<file path="src/hdl/assert_macros.svh">
// Assertion macros shared by the RTL; clk and rst must exist in the using module.
`ifndef ASSERT_MACROS_SVH
`define ASSERT_MACROS_SVH

// Same-cycle implication.
`define ASSERT_IMP(lbl, ante, cons) \
  lbl: assert property (@(posedge clk) disable iff (rst) (ante) |-> (cons)) \
    else $error("assertion failed");

// Next-cycle implication.
`define ASSERT_NEXT(lbl, ante, cons) \
  lbl: assert property (@(posedge clk) disable iff (rst) (ante) |=> (cons)) \
    else $error("assertion failed");

`endif

</file>
<file path="src/hdl/mrr_ram.sv">
// Simple dual-port RAM: one write port, one registered read port.
module mrr_ram #(
  parameter int WIDTH = 8,
  parameter int DEPTH = 64
) (
  input  logic                                     clk,
  input  logic                                     we,
  input  logic [(DEPTH > 1 ? $clog2(DEPTH) : 1)-1:0] waddr,
  input  logic [WIDTH-1:0]                         wdata,
  input  logic [(DEPTH > 1 ? $clog2(DEPTH) : 1)-1:0] raddr,
  output logic [WIDTH-1:0]                         rdata
);

  logic [WIDTH-1:0] mem [DEPTH];

  always_ff @(posedge clk) begin
    if (we) begin
      mem[waddr] <= wdata;
    end
    rdata <= mem[raddr];
  end

endmodule
</file>
<file path="config.mk">
export PLATFORM = sky130hd
export DESIGN_NAME = mrr_ram
export DESIGN_NICKNAME = d
export VERILOG_FILES = /design/src/hdl/assert_macros.svh /design/src/hdl/mrr_ram.sv
export SDC_FILE = /design/constraint.sdc
export NUM_CORES = 1
export LEC_CHECK = 0
export BUFFER_PORTS_ARGS = -buffer_cell sky130_fd_sc_hd__buf_4
export CAP_MARGIN = 20
export CORE_MARGIN = 4
export CORE_UTILIZATION = 45
export DETAILED_ROUTE_END_ITERATION = 10
export PLACE_DENSITY_LB_ADDON = 0.15
export SETUP_SLACK_MARGIN = 0.3
export SLEW_MARGIN = 10
export SYNTH_ARGS = -nofsm -noshare
export SYNTH_HDL_FRONTEND = slang
export SYNTH_SLANG_ARGS = --single-unit
</file>
<file path="constraint.sdc">
create_clock -name clk -period 1.8 [get_ports clk]
set_input_delay 0.27 -clock clk [delete_from_list [all_inputs] [get_ports clk]]
set_output_delay 0.27 -clock clk [all_outputs]
set_load 0.01 [all_outputs]
</file>
# --- After elaboration in Yosys (flattened, before gate mapping) ---
# Memories as Yosys holds them, arrays and structs flattened. A register that Yosys moved wholly into a read port is not among the register bits.
# Cells that the tools add are included.
word_totals:
  mem_bits_rw: 512
  inputBits: 22
  n_memories: 1
  out_inout_bits: 8
  ff_bits: 0
  elab_cells: 3
op_classes:
  muxes: 2
memory_table:
  columns: ["memory", "depth", "word_bits", "read_ports", "rd_ports_with_merged_regs", "wr", "line_no", "text"]
  rows:
  - ["mem", 64, 8, 1, 1, 1, "mrr_ram.sv:14", "logic [WIDTH-1:0] mem [DEPTH];"]
ops:
  columns: ["cell", "count"]
  rows:
  - ["$mux W1", 2]

# --- Logic depth before layout (Yosys ltp) ---
# Gate-level depths: netlist of the first run.
logic_depth:
  depth_word: 2
  ltp_mapped: 9
  mapped_depth_nobuf: 5

# --- Worst setup path before layout of the first run ---
# No wires, ideal clock.
synth_path:
  kind: "input-to-reg"
  from: "input port raddr[1] in the netlist's numbering"
  to: "register rdata[3] (read register of mem)"
  arrival_time_ns: 1.810
  cell_stages: 7
  setup_time_ns: 0.128
  setup_slack_ns: -0.138
  required_ns: 1.672
  n_path_buf: 3
  path_cell_list: "buf_4 > buf_2 > buf_2 > mux4_2 > mux4_2 > o21ai_1 > o41ai_1"
synth_rtl:
  columns: ["element", "line_no", "text"]
  rows:
  - ["start, declared", "mrr_ram.sv:10", "input logic [(DEPTH > 1 ? $clog2(DEPTH) : 1)-1:0] raddr,"]
  - ["end, declared", "mrr_ram.sv:11", "output logic [WIDTH-1:0] rdata"]

==> summary.txt, run 1 <==
Status: finished with violations
Violated checks: setup timing
Weighted congestion at the end of routability-driven global placement: 0.832
Detailed Route WL: 47200 µm
Tightest Hold Check Type: in2reg
Compound-cell area share of the yosys netlist: 0.0207
Global-route met2 utilization: 0.334
Startpoint kind of the worst setup timing path: flip-flop
Power density relative to cell area: 1040 mW/mm²
Vertical die dimension: 220 µm
Critical path capture point type: flip-flop
Clock latency on the worst-skew pair: 0.59 ns
Switching power as a share of total power: 0.210
Number of iterations in the first detailed-routing pass: 5
Delay-heaviest family, CP: multiplexers
Met3 global-route usage: 0.0361
Cell Rows: 77
Worst endpoint data arrival time: 2.36 ns
Share of synthesized cell area in full adder, half adder and majority cells: 0
Final hold violation count: 0
Start point of the worst min-delay path: raddr[5]
Share of synthesized cell area in and, or, nand and nor gates: 0.0339
Async set or reset register ratio after synthesis: 0
Top fanout value on the critical path: 1
Combined buffer and inverter count along the critical path: 0
Number of CTS-inserted buffers: 53
TritonCTS clock tree: done
Number of placed I/O pins: 30
Initial Utilization: 0.456
Global-route wire length before repair: 70300 µm
Post-DP Area: 0.0227 mm²
Post-route standard cell area excluding fillers: 0.0244 mm²
Clock sink count: 520
Critical path's largest stage delay: 0.48 ns
Relative contribution of the clock network to total power: 0.408
Commonest cells after routing, fill and taps aside: sky130_fd_sc_hd__edfxtp_1, sky130_fd_sc_hd__mux4_2, sky130_fd_sc_hd__buf_4, sky130_fd_sc_hd__clkbuf_16, sky130_fd_sc_hd__nor2_4
Post-synthesis instance total: 940
Leakage power summed over all cells: 7.68 nW
Overflow left after global routing: 0
GRT Overall Usage: 0.202
Net count after synthesis: 962
Growth of design area from synthesis to finish: 20.9%
EDFF count, synth: 512
XOR/XNOR share of the synthesized area: 0
Startpoint of the worst setup timing path: mem[29][4]$_DFFE_PP_
Met1 demand-to-capacity share in global routing: 0.283
Leading cell type in the layout, fill and taps excluded: sky130_fd_sc_hd__edfxtp_1
Post-Synthesis Cell Area: 0.0202 mm²
Worst Setup Path Type: reg2reg
Stages on the worst setup path: 5
Busiest layer in global routing: met2
Vias/cell: 5.68
Final count of negative-setup-slack endpoints: 3
Timing-limited maximum frequency: 0.524 GHz
Dominant synthesized flop cell: sky130_fd_sc_hd__edfxtp_1
Clock transition at the register clock pins on the worst setup and hold paths after CTS: 0.06 ns
Data required time at the worst endpoint: 2.25 ns
Largest net degree at the start of global routing: 65
Capture point of the worst path: rdata[4]$_DFF_P_
Sequential Power Share: 0.530
Hold Slack: 0.0825 ns
Internal power: 20.1 mW
Layout cells sized above 1: 0.396
Clock root buffer master: sky130_fd_sc_hd__clkbuf_16
Peak ir drop on the vdd network: 0.923 mV
Per-instance average area after synthesis: 21.5 µm²
Unrepaired setup endpoints after global routing: yes
Core Area: 0.0442 mm²
Total via count in the routed design: 9808
Worst-Margin Slew: 0.770 ns
Worst-case clock buffer depth: 3
Number of warnings reported in the yosys synthesis log: 0
H-Tree Depth: 2
Max-slew violation count: 0
Diode count: 0
Number of routed nets with antenna violations: 0
Cell type of the slowest stage on the worst timing path: sky130_fd_sc_hd__mux4_2
Register-to-register setup slack: -0.11 ns
Fraction of power consumed by combinational cells: 0.062
Slew margin rel.: 0.487
Final worst slack: -0.107 ns
Register-to-Register Path Depth: 5
Cells traversed along the worst timing path: mux4_2 > mux2_4 > o221a_4 > nor3_4 > o32ai_1
DRC violation count after routing: 0
Via count of the first global-routing pass: 10300
Net switching power of the design: 5.34 mW
Hold-fix buffer count after cts: 0
Final Critical Period: 1.91 ns
Max-capacitance violation count: 0
Clock tree skew after final layout: 0.0103 ns
Final HPWL from detailed placement: 30900 µm
RR Startpoint: mem[29][4]$_DFFE_PP_
Chip width: 220 µm
Die area: 0.0483 mm²
Number of register bits inferred by synthesis: 520
Final Cycle Share: 1.06
Largest family of logic cells by synthesized area: multiplexers
Worst r2r dst: rdata[4]$_DFF_P_
Number of distinct library cells after synthesis: 40
Iteration-0 DRC count of the detailed router: 937
Sequential fraction of the synthesis area: 0.770
Count of buffers from port buffering: 29
Net total in the final layout: 1115
Post-synthesis mux area share: 0.159
Wire length per cell after detailed routing: 27.3 µm
Number of post-CTS setup repair buffers: 0
Number of antenna violations at the first check in global routing: 0
[state kept, by name, indices dropped and copies added (netlist names)]
| signal | count |
|---|---|
| mem | 512 |
| rdata | 8 |
[how the worst min path moves through the flow]
| stage | cells after the start | slack (ns) | to |
|---|---|---|---|
| 6_report | 3 | 0.08 | rdata[2]$_DFF_P_ |
| 5_1_grt | 1 | 0.07 | mem[35][0]$_DFFE_PP_ |
| 4_1_cts | 3 | 0.05 | rdata[2]$_DFF_P_ |
| 3_5_place_dp | 3 | 0.68 | rdata[2]$_DFF_P_ |
| 3_3_place_gp | 3 | 0.68 | rdata[2]$_DFF_P_ |
| 2_1_floorplan | 0 | 0.37 | mem[0][0]$_DFFE_PP_ |
[layer usage]
metal	up-vias	routed length, µm
met3	69	2690
met5	-	0
met2	279	23400
met4	0	977
met1	5202	20100
li1	4258	-
[synth_stat cells (3+ instances only)]
cell,n,share of area
sky130_fd_sc_hd__mux2_2,13,0.0073
sky130_fd_sc_hd__o221ai_1,8,0.0035
sky130_fd_sc_hd__a22oi_1,3,0.0011
sky130_fd_sc_hd__buf_2,11,0.0027
sky130_fd_sc_hd__edfxtp_1,512,0.76
sky130_fd_sc_hd__clkbuf_1,17,0.0032
sky130_fd_sc_hd__buf_4,13,0.0048
sky130_fd_sc_hd__nand3_1,13,0.0032
sky130_fd_sc_hd__a21oi_1,3,0.00074
sky130_fd_sc_hd__o22ai_1,8,0.0025
sky130_fd_sc_hd__o2bb2ai_1,3,0.0013
sky130_fd_sc_hd__mux2i_1,23,0.011
sky130_fd_sc_hd__nor3_1,7,0.0017
sky130_fd_sc_hd__a221oi_1,6,0.0026
sky130_fd_sc_hd__nand3b_1,3,0.0011
sky130_fd_sc_hd__nand2_1,19,0.0035
sky130_fd_sc_hd__nor2b_1,14,0.0043
sky130_fd_sc_hd__buf_6,4,0.0022
sky130_fd_sc_hd__nor2_1,83,0.015
sky130_fd_sc_hd__dfxtp_1,8,0.0079
sky130_fd_sc_hd__buf_1,4,0.00074
sky130_fd_sc_hd__nand2b_1,7,0.0022
sky130_fd_sc_hd__o2111ai_1,3,0.0013
sky130_fd_sc_hd__a211oi_1,4,0.0015
sky130_fd_sc_hd__mux4_2,126,0.14
[layout make-up]
type,count,area [µm²]
Timing Repair Buffer,149,1560
Sequential cell,520,15500
Clock buffer,65,1410
Fill cell,3340,19800
Multi-Input combinational cell,369,4910
Tap cell,592,741
Clock inverter,31,219
[kinds of logic (layout without fill, tap and decap cells)]
logic type / Yosys count / after routing
mux: 162 / 162
compound gates: 54 / 54
flops: 520 / 520
simple gates: 153 / 153
buf+inv: 51 / 245
[worst min-delay path, stage by stage]
cell and delay (ns):
sky130_fd_sc_hd__buf_4 0.19, sky130_fd_sc_hd__nand2_1 0.09, sky130_fd_sc_hd__o2bb2ai_1 0.06
[per-stage QoR]
stage / power, mW / setup slack, ns / TNS (ns) / cells / utilization
6_report: 25.4 / -0.107 / -0.201 / 1726 / 0.551
5_1_grt: 26.3 / -0.147 / -0.363 / 1726 / 0.551
4_1_cts: 25.6 / -0.0923 / -0.173 / 1726 / 0.551
3_5_place_dp: 15.3 / -0.760 / -4.46 / 1630 / 0.513
3_3_place_gp: 15.3 / -0.754 / -4.32 / 1630 / 0.513
2_1_floorplan: 14.5 / -0.0185 / -0.0487 / 940 / -
[power groups by stage]
| stage | logic [mW] | registers [mW] | clock network (mW) |
|---|---|---|---|
| finish | 1.56 | 13.5 | 10.4 |
| global route | 1.67 | 13.5 | 11.2 |
| CTS | 1.59 | 13.5 | 10.6 |
| detailed placement | 1.55 | 13.7 | 0 |
| global placement | 1.54 | 13.7 | 0 |
| floorplan | 0.808 | 13.7 | 0 |
[what timing repair did]
item,in CTS,in global routing
setup endpoints to repair,11,9
resized for setup,17,3
hold endpoints to repair,0,0
pin swaps,4,0
Note: power is estimated with default switching activity, not from simulation.
==> run 2: changes to the inputs <==
--- a/config.mk
+++ b/config.mk
@@ -7,6 +7,8 @@
 export LEC_CHECK = 0
 export BUFFER_PORTS_ARGS = -buffer_cell sky130_fd_sc_hd__buf_4
 export CAP_MARGIN = 20
+export CELL_PAD_IN_SITES_DETAIL_PLACEMENT = 1
+export CELL_PAD_IN_SITES_GLOBAL_PLACEMENT = 1
 export CORE_MARGIN = 4
 export CORE_UTILIZATION = 45
 export DETAILED_ROUTE_END_ITERATION = 10
==> run 2 against run 1 <==
The run still ends with setup timing left; register-to-register slack better by 0.06 ns; combinational power is 4% higher; clock-buffer cell count decreased by 3; core utilization grew 0.59 points; hold slack gained 0.019 ns; maximum frequency up 3.0%; power increased by 1.3%; routed wire length rose by 5.9%; via count grew 1.7%; largest power group unchanged.
==> summary.txt, run 2 (synthesized netlist as in run 1, its figures left out) <==
Status: finished with violations
Violated checks: setup timing
Chip width: 220 µm
DRC violation count after routing: 0
Layout cells sized above 1: 0.423
Weighted congestion at the end of routability-driven global placement: 0.780
Number of placed I/O pins: 30
Power density relative to cell area: 1040 mW/mm²
Hold Slack: 0.102 ns
Cell Rows: 77
Number of antenna violations at the first check in global routing: 1
Data required time at the worst endpoint: 2.26 ns
Worst Setup Path Type: reg2reg
Register-to-register setup slack: -0.05 ns
Clock latency on the worst-skew pair: 0.58 ns
H-Tree Depth: 2
Max-slew violation count: 0
Leading cell type in the layout, fill and taps excluded: sky130_fd_sc_hd__edfxtp_1
Initial Utilization: 0.456
Max-capacitance violation count: 0
Diode count: 0
Final Util: 0.557
Worst-case clock buffer depth: 3
Vias/cell: 5.71
Net total in the final layout: 1138
Count of buffers from port buffering: 29
Final Critical Period: 1.85 ns
Aggregate negative setup slack: -0.126 ns
Final HPWL from detailed placement: 32900 µm
Vertical die dimension: 220 µm
Clock root buffer master: sky130_fd_sc_hd__clkbuf_16
Peak ir drop on the vdd network: 0.798 mV
Critical path capture point type: flip-flop
Slew margin rel.: 0.488
Worst endpoint data arrival time: 2.32 ns
Core Area: 0.0442 mm²
GRT Overall Usage: 0.214
Clock transition at the register clock pins on the worst setup and hold paths after CTS: 0.06 ns
Unrepaired setup endpoints after global routing: yes
Via count of the first global-routing pass: 10700
Clock tree skew after final layout: 0.0159 ns
Final hold violation count: 0
Final count of negative-setup-slack endpoints: 4
Hold-fix buffer count after cts: 0
Growth of design area from synthesis to finish: 22.2%
Worst-Margin Slew: 0.767 ns
Overflow left after global routing: 0
Total via count in the routed design: 9979
Timing-limited maximum frequency: 0.540 GHz
Iteration-0 DRC count of the detailed router: 855
Final worst slack: -0.0516 ns
Startpoint kind of the worst setup timing path: flip-flop
TritonCTS clock tree: done
Largest net degree at the start of global routing: 65
Leading registers by flop count: mem (512), rdata (8)
Final Cycle Share: 1.03
Number of iterations in the first detailed-routing pass: 5
Largest reg by FF count: mem
Global-route wire length before repair: 74400 µm
Leakage power summed over all cells: 7.84 nW
Number of flip-flops under the largest register name: 512
Top fanout value on the critical path: 1
Fill count: 3810
Die area: 0.0483 mm²
Clock sink count: 520
Detailed Route WL: 49900 µm
Number of CTS-inserted buffers: 53
Tightest Hold Check Type: in2reg
Number of post-CTS setup repair buffers: 0
Number of routed nets with antenna violations: 0
Commonest cells after routing, fill and taps aside: sky130_fd_sc_hd__edfxtp_1, sky130_fd_sc_hd__buf_4, sky130_fd_sc_hd__mux4_2, sky130_fd_sc_hd__nor2_4, sky130_fd_sc_hd__clkbuf_16
Wire length per cell after detailed routing: 28.6 µm
-- run 2: power by group --
| group | total (mW) | internal (mW) | switching, mW |
|---|---|---|---|
| logic | 1.62 | 0.697 | 0.924 |
| registers | 13.5 | 13.4 | 0.0573 |
| clock network | 10.6 | 6.17 | 4.48 |
-- run 2: cell type report --
cell class                 instances  area [µm²]  share of cell area
sequential                       520       15500               0.630
clock buffer                      62        1380              0.0560
timing repair buffer             172        1750              0.0711
clock inverter                    33         292              0.0118
tap                              592         741              0.0300
multi-input combinational        369        4950               0.201
-- run 2: final timing paths --
check,from,end,cells past startpoint
hold reg to reg,mem[26][4]$_DFFE_PP_,rdata[4]$_DFF_P_,3
setup reg to reg,mem[32][4]$_DFFE_PP_,rdata[4]$_DFF_P_,5
setup / recovery,mem[32][4]$_DFFE_PP_,rdata[4]$_DFF_P_,5
hold / removal,raddr[5],rdata[2]$_DFF_P_,3
-- run 2: stage by stage --
stage / std cells / setup WS, ns / area (µm²) / power [mW]
3_3_place_gp: 1653 / -0.545 / 22900 / 15.3
5_1_grt: 1748 / -0.0886 / 24600 / 26.6
4_1_cts: 1748 / -0.0701 / 24600 / 26.0
3_5_place_dp: 1653 / -0.557 / 22900 / 15.3
6_report: 1748 / -0.0516 / 24600 / 25.7
2_1_floorplan: 940 / -0.0185 / 20800 / 14.5
-- run 2: what timing repair did --
| action | in CTS | in global routing |
|---|---|---|
| pin swaps | 2 | 1 |
| endpoints found under the setup margin | 11 | 8 |
| gates resized for setup | 25 | 4 |
-- run 2: layer usage --
layer  global-route usage  part of all wire  vias up  wire (µm)
li1                     -                 -     4292          -
met1                0.315              0.45     5383      22600
met2                0.345              0.48      238      24100
met3               0.0290             0.043       66       2150
met4               0.0551             0.022        0       1100
met5                    0                 0        -          0
-- run 2: critical path: stages (launching register included) --
cell                       delay (ns)
sky130_fd_sc_hd__edfxtp_1        0.38
sky130_fd_sc_hd__mux4_2          0.50
sky130_fd_sc_hd__mux4_2          0.54
sky130_fd_sc_hd__nor2_4          0.14
sky130_fd_sc_hd__buf_4           0.12
sky130_fd_sc_hd__o32ai_1         0.06
==> run 3: changes to the inputs <==
--- a/config.mk
+++ b/config.mk
@@ -14,6 +14,7 @@
 export DETAILED_ROUTE_END_ITERATION = 10
 export PLACE_DENSITY_LB_ADDON = 0.15
 export SETUP_SLACK_MARGIN = 0.3
+export SKIP_LAST_GASP = 1
 export SLEW_MARGIN = 10
 export SYNTH_ARGS = -nofsm -noshare
 export SYNTH_HDL_FRONTEND = slang
==> constraint.sdc (replaced) <==
create_clock -name clk -period 1.84 [get_ports clk]
set_input_delay 0.276 -clock clk [delete_from_list [all_inputs] [get_ports clk]]
set_output_delay 0.276 -clock clk [all_outputs]
set_load 0.01 [all_outputs]
==> run 3 against run 2 <==
The run still ends with setup timing left; via count fell by 0.63%; hold slack worse by 0.031 ns; core utilization down 0.69 points; worst setup slack lost 0.050 ns; power shrank 2.4%; clock power is essentially flat; first-iteration DRC count is 7.3% lower; maximum frequency decreased by 4.6%; highest routed layer unchanged.
==> summary.txt, run 3 (synthesized netlist as in run 1, its figures left out) <==
Count of buffers from port buffering: 29
Number of CTS-inserted buffers: 53
Die area: 0.0483 mm²
Combined buffer and inverter count along the critical path: 1
Worst Setup Path Type: reg2reg
Data required time at the worst endpoint: 2.29 ns
Leakage power summed over all cells: 7.70 nW
Final Cycle Share: 1.06
Clock tree skew after final layout: 0.00862 ns
Chip width: 220 µm
DRC violation count after routing: 0
Slew margin rel.: 0.474
Register-to-register setup slack: -0.10 ns
H-Tree Depth: 2
Number of placed I/O pins: 30
Leading cell type in the layout, fill and taps excluded: sky130_fd_sc_hd__edfxtp_1
Leading registers by flop count: mem (512), rdata (8)
Commonest cells after routing, fill and taps aside: sky130_fd_sc_hd__edfxtp_1, sky130_fd_sc_hd__mux4_2, sky130_fd_sc_hd__buf_4, sky130_fd_sc_hd__clkbuf_16, sky130_fd_sc_hd__nor2_4
GRT Overall Usage: 0.217
RR Startpoint: mem[16][4]$_DFFE_PP_
TritonCTS clock tree: done
Startpoint of the worst setup timing path: mem[16][4]$_DFFE_PP_
Number of routed nets with antenna violations: 0
Final HPWL from detailed placement: 33400 µm
Number of post-CTS setup repair buffers: 0
Violated checks: setup timing
Weighted congestion at the end of routability-driven global placement: 0.807
Layout cells sized above 1: 0.398
Number of flip-flops under the largest register name: 512
Global-route wire length before repair: 75300 µm
Worst endpoint data arrival time: 2.39 ns
Clock root buffer master: sky130_fd_sc_hd__clkbuf_16
Largest net degree at the start of global routing: 65
Post-route non-filler standard cell count: 1733
Unrepaired setup endpoints after global routing: yes
Peak ir drop on the vdd network: 0.668 mV
Critical path's largest stage delay: 0.48 ns
Wire length per cell after detailed routing: 29.4 µm
Start point of the worst min-delay path: wdata[7]
Tightest Hold Check Type: in2reg
Cell Rows: 77
Detailed Route WL: 50900 µm
Cell type of the slowest stage on the worst timing path: sky130_fd_sc_hd__mux4_2
Worst-Margin Slew: 0.788 ns
Fill count: 3800
Power density relative to cell area: 1030 mW/mm²
Overflow left after global routing: 0
Final Critical Period: 1.94 ns
Max-capacitance violation count: 0
Net total in the final layout: 1119
Largest reg by FF count: mem
Iteration-0 DRC count of the detailed router: 793
Max-slew violation count: 0
Worst slack at placement: -0.761 ns
Vias/cell: 5.72
Number of cells in the design after placement: 1633
Initial Utilization: 0.456
Clock sink count: 520
Growth of design area from synthesis to finish: 20.7%
Final hold violation count: 0
Clock transition at the register clock pins on the worst setup and hold paths after CTS: 0.06 ns
Core Area: 0.0442 mm²
Number of antenna violations at the first check in global routing: 1
Delay-heaviest family, CP: multiplexers
Status: finished with violations
Timing-limited maximum frequency: 0.515 GHz
Via count of the first global-routing pass: 10800
Final worst slack: -0.101 ns
Vertical die dimension: 220 µm
Total via count in the routed design: 9916
Final count of negative-setup-slack endpoints: 3
Clock latency on the worst-skew pair: 0.57 ns
Startpoint kind of the worst setup timing path: flip-flop
Top fanout value on the critical path: 1
Cells traversed along the worst timing path: mux4_2 > mux2_4 > o221a_4 > nor3_2 > buf_4 > o32ai_2
Worst-case clock buffer depth: 3
Critical path capture point type: flip-flop
Number of iterations in the first detailed-routing pass: 5
## run 3: cell type report
class / count / area (µm²) / share of cell area
tap: 592 / 741 / 0.0304
clock inverter: 29 / 268 / 0.0110
sequential: 520 / 15500 / 0.638
antenna: 2 / 5.00 / 0.000206
multi-input combinational: 369 / 4880 / 0.201
clock buffer: 68 / 1400 / 0.0576
timing repair buffer: 153 / 1510 / 0.0619
## run 3: per-stage QoR
step | TNS (ns) | util | power, mW | instance area [µm²] | hold WS [ns]
2_1_floorplan | 0 | - | 14.2 | 20700 | 0.375
3_3_place_gp | -4.09 | 0.510 | 14.9 | 22500 | 0.539
3_5_place_dp | -4.28 | 0.510 | 14.9 | 22500 | 0.555
4_1_cts | -0.265 | 0.550 | 25.4 | 24300 | 0.0399
5_1_grt | -0.488 | 0.550 | 26.0 | 24300 | 0.0614
6_report | -0.225 | 0.550 | 25.1 | 24300 | 0.0704
## run 3: final timing paths
| kind | end | cells past startpoint |
|---|---|---|
| setup / recovery | rdata[4]$_DFF_P_ | 6 |
| hold / removal | mem[25][7]$_DFFE_PP_ | 1 |
| setup reg to reg | rdata[4]$_DFF_P_ | 6 |
| hold reg to reg | rdata[6]$_DFF_P_ | 3 |
## run 3: what timing repair did
item                       CTS  global route
pin swaps                    4             0
hold buffers                 1             0
gates resized for setup     22             4
hold endpoints to repair     8             0
setup endpoints to repair    9            10
## run 3: where the power goes
| group | internal, mW | switching [mW] |
|---|---|---|
| clock | 6.07 | 4.34 |
| sequential | 13.1 | 0.0588 |
| combinational | 0.651 | 0.901 |
## run 3: metal layers
| layer | global-route usage | wire length (µm) | up-vias |
|---|---|---|---|
| met3 | 0.0339 | 2500 | 61 |
| met4 | 0.0509 | 921 | 0 |
| met2 | 0.362 | 25500 | 254 |
| li1 | - | - | 4259 |
| met1 | 0.307 | 22000 | 5342 |
| met5 | 0 | 0 | - |
## run 3: worst register-to-register path, cell delays in order, from the launching register on
cell and delay [ns]:
sky130_fd_sc_hd__edfxtp_1 0.37, sky130_fd_sc_hd__mux4_2 0.48, sky130_fd_sc_hd__mux2_4 0.29, sky130_fd_sc_hd__o221a_4 0.26
sky130_fd_sc_hd__nor3_2 0.15, sky130_fd_sc_hd__buf_4 0.17, sky130_fd_sc_hd__o32ai_2 0.09
